File: src/hw/rtl/lsrt_pkg.sv
// Shared types and constants for the load/store request tracker.
// Used by lsrt_lane, lsrt_table and load_store_request_tracker_core.
package lsrt_pkg;

	localparam int LANE_SLOTS = 4;
	localparam int LANE_W     = 2;
	localparam int ADDR_W     = 32;
	localparam int ID_W       = 16;
	localparam int TAG_W      = 4;
	localparam int TAG_LIMIT  = 16;
	localparam int REM_W      = 3;
	localparam int KIND_W     = 2;
	localparam int WORD_LSB   = 2;
	localparam int CFG_IDX_W  = 2;

	localparam logic [KIND_W-1:0] KIND_LOAD  = 2'd0;
	localparam logic [KIND_W-1:0] KIND_STORE = 2'd1;
	localparam logic [KIND_W-1:0] KIND_FENCE = 2'd2;
	localparam logic [KIND_W-1:0] KIND_RSP   = 2'd3;

	localparam logic [KIND_W-1:0] OUT_REQ   = 2'd0;
	localparam logic [KIND_W-1:0] OUT_DONE  = 2'd1;
	localparam logic [KIND_W-1:0] OUT_RETRY = 2'd2;

	localparam logic [CFG_IDX_W-1:0] CFG_SHARED_BASE  = 2'd0;
	localparam logic [CFG_IDX_W-1:0] CFG_SHARED_LIMIT = 2'd1;
	localparam logic [CFG_IDX_W-1:0] CFG_IO_BASE      = 2'd2;
	localparam logic [CFG_IDX_W-1:0] CFG_IO_LIMIT     = 2'd3;

	typedef struct packed {
		logic sh;
		logic nc;
		logic hit;
	} lane_info_t;

	typedef struct packed {
		logic              rsp_vld;
		logic [TAG_W-1:0]  rsp_tag;
		logic              alloc_vld;
		logic [REM_W-1:0]  alloc_rem;
		logic [ID_W-1:0]   alloc_id;
	} tbl_cmd_t;

	typedef struct packed {
		logic              full;
		logic              empty;
		logic [TAG_W-1:0]  free_tag;
		logic              rsp_done;
		logic [ID_W-1:0]   rsp_id;
		logic              empty_after;
	} tbl_stat_t;

endpackage

File: src/hw/rtl/load_store_request_tracker_core.sv
// Load/store request tracker: per-lane address classification, pending tag table,
// one result item per cycle, unless held by res_stall, through a registered output stage.
// An accepted item is captured, evaluated in ST_EVAL, then emitted from ST_EMIT.
// item_stall holds off new input items until the current item's N results (0 to 5)
// have all moved through the single output register.
// Reset (arst_n low, asynchronous): table empty, no fence waiting, windows zero.
module load_store_request_tracker_core #(
	parameter int NUM_LANES     = 4,
	parameter int PENDING_DEPTH = 16
) (
	input  logic                              clk,
	input  logic                              arst_n,

	input  logic                              cfg_valid,
	output logic                              cfg_ready,
	input  logic [lsrt_pkg::CFG_IDX_W-1:0]    cfg_index,
	input  logic [lsrt_pkg::ADDR_W-1:0]       cfg_data,

	input  logic                              item_valid,
	output logic                              item_stall,
	input  logic [lsrt_pkg::KIND_W-1:0]       kind,
	input  logic [lsrt_pkg::LANE_SLOTS-1:0]   thread_mask,
	input  logic [lsrt_pkg::ADDR_W-1:0]       lane0_addr,
	input  logic [lsrt_pkg::ADDR_W-1:0]       lane1_addr,
	input  logic [lsrt_pkg::ADDR_W-1:0]       lane2_addr,
	input  logic [lsrt_pkg::ADDR_W-1:0]       lane3_addr,
	input  logic [lsrt_pkg::ID_W-1:0]         instr_id,
	input  logic [lsrt_pkg::TAG_W-1:0]        rsp_tag,

	output logic                              res_valid,
	input  logic                              res_stall,
	output logic [lsrt_pkg::KIND_W-1:0]       out_kind,
	output logic [lsrt_pkg::LANE_W-1:0]       lane,
	output logic [lsrt_pkg::ADDR_W-1:0]       req_addr,
	output logic                              req_store,
	output logic                              req_uncached,
	output logic                              to_shared,
	output logic [lsrt_pkg::TAG_W-1:0]        req_tag,
	output logic [lsrt_pkg::ID_W-1:0]         done_id,
	output logic                              last
);

	localparam int SLOTS = lsrt_pkg::LANE_SLOTS;
	localparam int TAG_SLOTS = (PENDING_DEPTH < lsrt_pkg::TAG_LIMIT) ? PENDING_DEPTH
		: lsrt_pkg::TAG_LIMIT;
	localparam logic [SLOTS-1:0] LANE_MASK = SLOTS'((1 << NUM_LANES) - 1);

	typedef enum logic [1:0] {ST_IDLE, ST_EVAL, ST_EMIT} state_t;

	state_t                           state_q;

	logic [lsrt_pkg::ADDR_W-1:0]      shared_base_q, shared_limit_q, io_base_q, io_limit_q;

	// captured input item
	logic [lsrt_pkg::KIND_W-1:0]      kind_s1;
	logic [SLOTS-1:0]                 mask_s1;
	logic [lsrt_pkg::ADDR_W-1:0]      addr_s1 [SLOTS];
	logic [lsrt_pkg::ID_W-1:0]        id_s1;
	logic [lsrt_pkg::TAG_W-1:0]       rtag_s1;

	// per-item results waiting to be emitted
	logic [SLOTS-1:0]                 pend_q;
	logic [SLOTS-1:0]                 sh_q, nc_q;
	logic                             wr_q;
	logic [lsrt_pkg::TAG_W-1:0]       tag_q;
	logic                             ta_q;
	logic [lsrt_pkg::KIND_W-1:0]      ta_kind_q;
	logic [lsrt_pkg::ID_W-1:0]        ta_id_q;
	logic                             tb_q;
	logic                             fence_q;
	logic [lsrt_pkg::ID_W-1:0]        fence_id_q;

	// output register
	logic                             res_valid_q;
	logic [lsrt_pkg::KIND_W-1:0]      out_kind_q;
	logic [lsrt_pkg::LANE_W-1:0]      lane_q;
	logic [lsrt_pkg::ADDR_W-1:0]      req_addr_q;
	logic                             req_store_q, nc_out_q, sh_out_q, last_q;
	logic [lsrt_pkg::TAG_W-1:0]       req_tag_q;
	logic [lsrt_pkg::ID_W-1:0]        done_id_q;

	lsrt_pkg::lane_info_t             info [SLOTS];
	lsrt_pkg::tbl_cmd_t               cmd;
	lsrt_pkg::tbl_stat_t              stat;

	logic                             dup;
	logic [lsrt_pkg::REM_W-1:0]       act_cnt;
	logic [SLOTS-1:0]                 ev_pend;
	logic                             ev_ta;
	logic [lsrt_pkg::KIND_W-1:0]      ev_ta_kind;
	logic [lsrt_pkg::ID_W-1:0]        ev_ta_id;
	logic                             ev_tb;
	logic                             ev_fence_set;

	logic [lsrt_pkg::LANE_W-1:0]      em_lane;
	logic [SLOTS-1:0]                 em_rest;
	logic                             em_last;
	logic                             adv;

	generate
		for (genvar l = 0; l < SLOTS; l++) begin : g_lane
			if (l < NUM_LANES) begin : g_on
				lsrt_lane u_lane (
					.addr         (addr_s1[l]),
					.addr0        (addr_s1[0]),
					.shared_base  (shared_base_q),
					.shared_limit (shared_limit_q),
					.io_base      (io_base_q),
					.io_limit     (io_limit_q),
					.info         (info[l])
				);
			end else begin : g_off
				assign info[l] = '0;
			end
		end
	endgenerate

	lsrt_table #(
		.DEPTH (TAG_SLOTS)
	) u_table (
		.clk    (clk),
		.arst_n (arst_n),
		.cmd    (cmd),
		.stat   (stat)
	);

	// merge lane findings and decide what the item causes
	always_comb begin
		dup = mask_s1[0];
		act_cnt = '0;
		for (int l = 0; l < SLOTS; l++) begin
			act_cnt = act_cnt + lsrt_pkg::REM_W'(mask_s1[l]);
			if (l > 0 && mask_s1[l] && !info[l].hit) begin
				dup = 1'b0;
			end
		end

		cmd = '0;
		cmd.rsp_tag   = rtag_s1;
		cmd.alloc_id  = id_s1;
		cmd.alloc_rem = dup ? lsrt_pkg::REM_W'(1) : act_cnt;
		ev_pend      = '0;
		ev_ta        = 1'b0;
		ev_ta_kind   = lsrt_pkg::OUT_DONE;
		ev_ta_id     = id_s1;
		ev_tb        = 1'b0;
		ev_fence_set = 1'b0;

		if (kind_s1 == lsrt_pkg::KIND_RSP) begin
			cmd.rsp_vld = (state_q == ST_EVAL);
			ev_ta       = stat.rsp_done;
			ev_ta_id    = stat.rsp_id;
			ev_tb       = fence_q && stat.empty_after;
		end else if (fence_q || (kind_s1 != lsrt_pkg::KIND_FENCE && stat.full)) begin
			ev_ta      = 1'b1;
			ev_ta_kind = lsrt_pkg::OUT_RETRY;
			ev_ta_id   = '0;
		end else if (kind_s1 == lsrt_pkg::KIND_FENCE) begin
			ev_ta        = stat.empty;
			ev_fence_set = !stat.empty;
		end else if (mask_s1 == '0) begin
			ev_ta = 1'b1;
		end else begin
			ev_pend = dup ? SLOTS'(1) : mask_s1;
			if (kind_s1 == lsrt_pkg::KIND_STORE) begin
				ev_ta = 1'b1;
			end else begin
				cmd.alloc_vld = (state_q == ST_EVAL);
			end
		end
	end

	// pick the next result item: lane requests in lane order, then completions
	always_comb begin
		em_lane = '0;
		for (int l = SLOTS - 1; l >= 0; l--) begin
			if (pend_q[l]) begin
				em_lane = lsrt_pkg::LANE_W'(l);
			end
		end
		em_rest = pend_q;
		em_rest[em_lane] = 1'b0;
		if (pend_q != '0) begin
			em_last = (em_rest == '0) && !ta_q && !tb_q;
		end else if (ta_q) begin
			em_last = !tb_q;
		end else begin
			em_last = 1'b1;
		end
	end

	assign adv = !res_valid_q || !res_stall;

	always_ff @(posedge clk) begin
		if (state_q == ST_IDLE) begin
			kind_s1    <= kind;
			mask_s1    <= thread_mask & LANE_MASK;
			addr_s1[0] <= lane0_addr;
			addr_s1[1] <= lane1_addr;
			addr_s1[2] <= lane2_addr;
			addr_s1[3] <= lane3_addr;
			id_s1      <= instr_id;
			rtag_s1    <= rsp_tag;
		end
		if (state_q == ST_EVAL) begin
			for (int l = 0; l < SLOTS; l++) begin
				sh_q[l] <= info[l].sh;
				nc_q[l] <= info[l].nc;
			end
			wr_q      <= (kind_s1 == lsrt_pkg::KIND_STORE);
			tag_q     <= stat.free_tag;
			ta_kind_q <= ev_ta_kind;
			ta_id_q   <= ev_ta_id;
			if (ev_fence_set) begin
				fence_id_q <= id_s1;
			end
		end
	end

	always_ff @(posedge clk or negedge arst_n) begin
		if (!arst_n) begin
			state_q        <= ST_IDLE;
			shared_base_q  <= '0;
			shared_limit_q <= '0;
			io_base_q      <= '0;
			io_limit_q     <= '0;
			pend_q         <= '0;
			ta_q           <= 1'b0;
			tb_q           <= 1'b0;
			fence_q        <= 1'b0;
			res_valid_q    <= 1'b0;
			out_kind_q     <= '0;
			lane_q         <= '0;
			req_addr_q     <= '0;
			req_store_q    <= 1'b0;
			nc_out_q       <= 1'b0;
			sh_out_q       <= 1'b0;
			req_tag_q      <= '0;
			done_id_q      <= '0;
			last_q         <= 1'b0;
		end else begin
			if (cfg_valid) begin
				unique case (cfg_index)
					lsrt_pkg::CFG_SHARED_BASE:  shared_base_q  <= cfg_data;
					lsrt_pkg::CFG_SHARED_LIMIT: shared_limit_q <= cfg_data;
					lsrt_pkg::CFG_IO_BASE:      io_base_q      <= cfg_data;
					lsrt_pkg::CFG_IO_LIMIT:     io_limit_q     <= cfg_data;
					default: ;
				endcase
			end

			if (state_q == ST_EMIT && adv) begin
				res_valid_q <= 1'b1;
			end else if (!res_stall) begin
				res_valid_q <= 1'b0;
			end

			unique case (state_q)
				ST_IDLE: begin
					if (item_valid) begin
						state_q <= ST_EVAL;
					end
				end
				ST_EVAL: begin
					pend_q <= ev_pend;
					ta_q   <= ev_ta;
					tb_q   <= ev_tb;
					if (ev_fence_set) begin
						fence_q <= 1'b1;
					end else if (ev_tb) begin
						fence_q <= 1'b0;
					end
					state_q <= (ev_pend != '0 || ev_ta || ev_tb) ? ST_EMIT : ST_IDLE;
				end
				ST_EMIT: begin
					if (adv) begin
						last_q <= em_last;
						if (pend_q != '0) begin
							out_kind_q  <= lsrt_pkg::OUT_REQ;
							lane_q      <= em_lane;
							req_addr_q  <= addr_s1[em_lane];
							req_store_q <= wr_q;
							nc_out_q    <= nc_q[em_lane];
							sh_out_q    <= sh_q[em_lane];
							req_tag_q   <= tag_q;
							done_id_q   <= '0;
							pend_q      <= em_rest;
						end else begin
							lane_q      <= '0;
							req_addr_q  <= '0;
							req_store_q <= 1'b0;
							nc_out_q    <= 1'b0;
							sh_out_q    <= 1'b0;
							req_tag_q   <= '0;
							if (ta_q) begin
								out_kind_q <= ta_kind_q;
								done_id_q  <= ta_id_q;
								ta_q       <= 1'b0;
							end else begin
								out_kind_q <= lsrt_pkg::OUT_DONE;
								done_id_q  <= fence_id_q;
								tb_q       <= 1'b0;
							end
						end
						if (em_last) begin
							state_q <= ST_IDLE;
						end
					end
				end
				default: state_q <= ST_IDLE;
			endcase
		end
	end

	assign cfg_ready    = 1'b1;
	assign item_stall   = (state_q != ST_IDLE);
	assign res_valid    = res_valid_q;
	assign out_kind     = out_kind_q;
	assign lane         = lane_q;
	assign req_addr     = req_addr_q;
	assign req_store    = req_store_q;
	assign req_uncached = nc_out_q;
	assign to_shared    = sh_out_q;
	assign req_tag      = req_tag_q;
	assign done_id      = done_id_q;
	assign last         = last_q;

endmodule

File: src/hw/rtl/lsrt_lane.sv
// One lane of the tracker: window classification and word match against lane 0.
// Depends on lsrt_pkg.
module lsrt_lane (
	input  logic [lsrt_pkg::ADDR_W-1:0] addr,
	input  logic [lsrt_pkg::ADDR_W-1:0] addr0,
	input  logic [lsrt_pkg::ADDR_W-1:0] shared_base,
	input  logic [lsrt_pkg::ADDR_W-1:0] shared_limit,
	input  logic [lsrt_pkg::ADDR_W-1:0] io_base,
	input  logic [lsrt_pkg::ADDR_W-1:0] io_limit,
	output lsrt_pkg::lane_info_t        info
);

	logic in_shared;
	logic in_io;

	assign in_shared = (addr >= shared_base) && (addr < shared_limit);
	assign in_io     = (addr >= io_base) && (addr < io_limit);

	// shared window wins over io
	assign info.sh  = in_shared;
	assign info.nc  = !in_shared && in_io;
	assign info.hit = addr[lsrt_pkg::ADDR_W-1:lsrt_pkg::WORD_LSB]
		== addr0[lsrt_pkg::ADDR_W-1:lsrt_pkg::WORD_LSB];

endmodule

File: src/hw/rtl/lsrt_table.sv
// Pending request table: valid bits, response counters and instruction ids per tag.
// Depends on lsrt_pkg.
module lsrt_table #(
	parameter int DEPTH = 16
) (
	input  logic                clk,
	input  logic                arst_n,
	input  lsrt_pkg::tbl_cmd_t  cmd,
	output lsrt_pkg::tbl_stat_t stat
);

	localparam int TW = $clog2(DEPTH);

	logic [DEPTH-1:0]                valid_q;
	logic [lsrt_pkg::REM_W-1:0]      rem_q   [DEPTH];
	logic [lsrt_pkg::ID_W-1:0]       instr_q [DEPTH];

	logic [TW-1:0]                   idx;
	logic                            in_range;
	logic                            hit;
	logic [lsrt_pkg::REM_W-1:0]      rem_dec;
	logic                            rsp_done;
	logic [DEPTH-1:0]                clr_mask;
	logic [TW-1:0]                   free_idx;

	assign idx      = cmd.rsp_tag[TW-1:0];
	assign in_range = {1'b0, cmd.rsp_tag} < (lsrt_pkg::TAG_W + 1)'(DEPTH);
	assign hit      = in_range && valid_q[idx];
	assign rem_dec  = (rem_q[idx] != '0) ? rem_q[idx] - 1'b1 : rem_q[idx];
	assign rsp_done = hit && (rem_dec == '0);

	always_comb begin
		clr_mask = '0;
		free_idx = '0;
		for (int i = 0; i < DEPTH; i++) begin
			if (rsp_done && (idx == TW'(i))) begin
				clr_mask[i] = 1'b1;
			end
		end
		// lowest free tag wins
		for (int i = DEPTH - 1; i >= 0; i--) begin
			if (!valid_q[i]) begin
				free_idx = TW'(i);
			end
		end
	end

	assign stat.full        = &valid_q;
	assign stat.empty       = ~|valid_q;
	assign stat.free_tag    = lsrt_pkg::TAG_W'(free_idx);
	assign stat.rsp_done    = rsp_done;
	assign stat.rsp_id      = instr_q[idx];
	assign stat.empty_after = ~|(valid_q & ~clr_mask);

	always_ff @(posedge clk or negedge arst_n) begin
		if (!arst_n) begin
			valid_q <= '0;
		end else begin
			if (cmd.rsp_vld && rsp_done) begin
				valid_q[idx] <= 1'b0;
			end
			if (cmd.alloc_vld) begin
				valid_q[free_idx] <= 1'b1;
			end
		end
	end

	always_ff @(posedge clk) begin
		if (cmd.rsp_vld && hit) begin
			rem_q[idx] <= rem_dec;
		end
		if (cmd.alloc_vld) begin
			rem_q[free_idx]   <= cmd.alloc_rem;
			instr_q[free_idx] <= cmd.alloc_id;
		end
	end

endmodule
File: config.mk
export PLATFORM = sky130hd
export DESIGN_NAME = load_store_request_tracker_core
export DESIGN_NICKNAME = d
export VERILOG_FILES = /design/src/hw/rtl/lsrt_pkg.sv /design/src/hw/rtl/load_store_request_tracker_core.sv /design/src/hw/rtl/lsrt_lane.sv /design/src/hw/rtl/lsrt_table.sv
export SDC_FILE = /design/constraint.sdc
export NUM_CORES = 2
export LEC_CHECK = 0
export BUFFER_PORTS_ARGS = -buffer_cell sky130_fd_sc_hd__buf_2
export CORE_MARGIN = 5
export CORE_UTILIZATION = 40
export CTS_CLUSTER_DIAMETER = 80
export DETAILED_ROUTE_END_ITERATION = 8
export PLACE_DENSITY = 0.58
export SLEW_MARGIN = 25
export SYNTH_ARGS = -nofsm -noshare
export SYNTH_HDL_FRONTEND = slang
export SYNTH_SLANG_ARGS = --single-unit
File: constraint.sdc
create_clock -name clk -period 14.3 [get_ports clk]
set_input_delay 2.86 -clock clk [delete_from_list [all_inputs] [get_ports clk]]
set_output_delay 2.86 -clock clk [all_outputs]
set_load 0.05 [all_outputs]
==> results list <==
- In the final routed layout, each cell accounts on average for 26.7 µm.
- Highest Clock Rate: around 190 MHz
- Net count of the finished layout: 4011
- Total of fill cells in the finished design: between 9000 and 10000
- Outcome: completed
* Die Y-Extent: roughly 330 µm
* Worst path required time: 11.44 ns
- Portion of total power attributed to sequential cells: 0.380
* Number of antenna violations at the first check in global routing: 6
- The critical path is of the reg -> out type.
- After floorplanning, the core was sized to cover ~100000 µm².
- Buffers from clock root to sink, at most: 3
* Vias in the first global route: roughly 26000
- Post-CTS setup repair buffer count: 0
- Number of placement rows: about 120
- Overall fraction of global-route tracks in use: 0.230
- Startpoint type of the worst setup path: flop
- Layout cell share with drive strength beyond 1: 0.198
- Max H-tree Level: 3
- Total of flip-flops plus latches after synthesis: just over 700
- Net load switching power: between 0.003 and 0.004 W
- Library cell occupying the most area in the post-synthesis netlist: edfxtp_1
- Of the post-synthesis cell area, the dominant cell type holds 0.378.
- RR Startpoint: u_table.valid_q[2]
- Count of antenna-violating nets left after detailed routing: 0
* Worst EP arrival: 2.42 ns
- Path depth of the worst reg2reg path: 8
- Setup violations remaining at the end of the flow were counted as 0.
* Minimum hold slack: 0.475 ns
- The detailed router finished its first iteration with 2508 violations.
- Worst R2R Setup Slack: ~9.6 ns
- Port Buffer Count: 254
* Clock network fraction of total power: 0.226
- Setup total negative slack on the finished layout was measured at 0 ns.
* Post-synthesis net count: 3722
* Number of flops mapped to enable cells by yosys: slightly above 500
- Horizontal die dimension: approximately 330 µm
* Post-route minimum period: approximately 5.3 ns
- Post_cts resized: 0
* Largest net degree at the start of global routing: 80
- Finished Core Util: 0.458
* Cts hold-fix bufs: 0
- The internal power of the cells totals about 0.0055 W.
* Type of the worst min-delay path: reg -> reg
* Setup repair after global routing missed its margin: no
* Leakage power: ~19 nW
- The startpoint identified for the worst hold timing path is done_id[15].
- Dividing total power by cell area gives a power density of ~200 nW/µm².
- Effective utilization at floorplan: 0.402
- Placement-stage cell area: 43100 µm²
- Biggest area contributors in the synthesized netlist: edfxtp_1, ha_1, dfrtp_1, mux4_2, a21o_1
* Largest clock skew in the final design: about 0.041 ns
* Worst-margin pin slew: between 1 and 1.5 ns
* Reg-to-reg critical path endpoint: u_table.instr_q[13][6]
* Cell chosen for the clock root: clkbuf_16
- CTS buffer count: 80
- Finished Cell Area: ~46000 µm²
- Area of the mapped netlist: 40100 µm²
- Vias per std cell: around 5.7
- Worst slew slack as a fraction of its limit: 0.285
- Hold Path End: done_id[15]
- Of the total power, the share spent switching nets is 0.401.
* Highest-count cells in the layout ignoring fill and taps: ha_1, edfxtp_1, buf_2
- Most used flip-flop cell after synthesis: edfxtp_1
- The first global-routing pass estimated 182 mm of wire.
- The count of pins over their slew limit is 0.
- The library cell used most frequently in the layout, excluding fill and tap cells, is ha_1.
- The die covers 107000 µm².
- From synthesis to final layout, the design area changed by 13.9%.
- After detailed routing, the total wire length is about 130 mm.
- Clock-pin slew was measured on the worst setup and hold paths at 0.06 ns.
- The first detailed-routing pass ran for 5 iterations.
* Combinational group share of total power: 0.394
- Detailed-route via count: around 27000
* Post-synthesis average cell area: around 13 µm²
* Max-cap viol count: 0
- Synth warn: 0
- In the finished design, the share of the clock period the worst path needs comes to 0.369.
* Dpl hpwl: ~90 mm
- After detailed routing, the number of remaining DRC violations is 0.
- Counting every sink on the clock net gives ~720.
- Register area share after synthesis: 0.513
* Number of instances in the synthesized netlist: 3018
* Clock latency on the worst-skew pair: about 0.68 ns
- Summed over all layers, the global routing overflow is 0.
- Across the VDD grid, the largest voltage drop is 152 µV.
* Post-synthesis async set-or-reset flop share: 0.296
- Global placer's final weighted congestion: about 0.94
* Critical Path End Type: output pin
- Counting instances, the worst hold path has a depth of 2.
- TritonCTS built the clock tree.
- Count of unique library cells instantiated by Yosys: 70
- I/O Pins: 256
- Final hold violation count: 0
- Critical path peak fanout: 58
synthesized netlist by cell type, types with 13 or more instances:
library cell / count
buf_1: 16
edfxtp_1: 505
a21oi_1: 129
nor2_1: 92
mux2_2: 105
ha_1: 510
a22o_1: 34
o211ai_1: 13
nor3_1: 27
xor2_1: 60
a211oi_1: 13
a21o_1: 173
o21ai_0: 161
nand2b_1: 45
nand3_1: 41
xnor2_1: 30
dfrtp_1: 214
inv_1: 151
nor4_1: 23
nand4_1: 92
mux2i_1: 21
clkbuf_1: 60
o31ai_1: 19
o21a_1: 14
nand2_1: 146
mux4_2: 128
nor2b_1: 45
area by class of cell:
type	instances	area (µm²)	share of cell area
flip-flops and latches	723	20600	0.451
multi-input cells	2059	18700	0.409
clock buffers	109	2190	0.0479
well taps	1298	1620	0.0355
repair buffers	292	1570	0.0343
inverters	151	567	0.0124
clock inverters	40	453	0.00991
diodes	2	5.00	0.000109
kinds of logic (layout without fill, tap and decap cells):
group	after synthesis	in the layout	synth area share
buffers and inverters	236	592	0.0227
xor gates and xnor gates	90	90	0.0196
muxes	258	258	0.109
other	1	3	0.0000934
AOI/OAI and AO/OA	634	634	0.103
adders and majority gates	511	511	0.159
DFF	723	723	0.513
and+or+nand+nor	565	565	0.0733
routing by layer:
layer | GRT usage | vias to the layer above | share of wire
met4 | 0.0683 | 6 | 0.030
li1 | - | 12293 | -
met2 | 0.379 | 885 | 0.47
met5 | 0 | - | 0.00030
met3 | 0.0380 | 181 | 0.060
met1 | 0.316 | 13332 | 0.44
per-stage QoR:
| step | power (W) | setup slack [ns] | std cells |
|---|---|---|---|
| 2_1_floorplan | 0.00576 | 2.02 | 3018 |
| 6_report | 0.00914 | 9.02 | 4674 |
| 5_1_grt | 0.00968 | 8.86 | 4672 |
| 3_5_place_dp | 0.00709 | 9.32 | 4523 |
| 4_1_cts | 0.00920 | 8.96 | 4672 |
| 3_3_place_gp | 0.00704 | 9.39 | 4523 |
registers in the layout (all words and copies together), names as in the netlist, 32 cells and up, named ones only:
signal / cells
shared_limit_q: 32
req_addr: 32
u_table.instr_q: 256
io_limit_q: 32
u_table.rem_q: 48
shared_base_q: 32
addr_s1: 128
io_base_q: 32
worst max-delay path by stage:
stage | from | slack (ns) | end
floorplan | state_q[1] | 2.02 | item_stall
global placement | res_stall | 9.39 | req_addr[30]
detailed placement | res_stall | 9.32 | req_addr[30]
CTS | state_q[1] | 8.96 | item_stall
global route | state_q[1] | 8.86 | item_stall
finish | state_q[1] | 9.02 | item_stall
power groups by stage:
stage / combinational, W / clock [W] / sequential (W)
after global routing: 0.00395 / 0.00221 / 0.00352
final: 0.00360 / 0.00207 / 0.00348
after detailed placement: 0.00358 / 0 / 0.00351
after global placement: 0.00353 / 0 / 0.00351
after CTS: 0.00360 / 0.00212 / 0.00348
after floorplan: 0.00243 / 0 / 0.00333
worst max-delay path: stages, from the launching register on:
cell,delay (ns)
dfrtp_1,0.50
nor2_4,0.12
buf_4,0.72
inv_1,0.14
buf_2,0.26
Note: power is estimated with default switching activity, not from simulation.
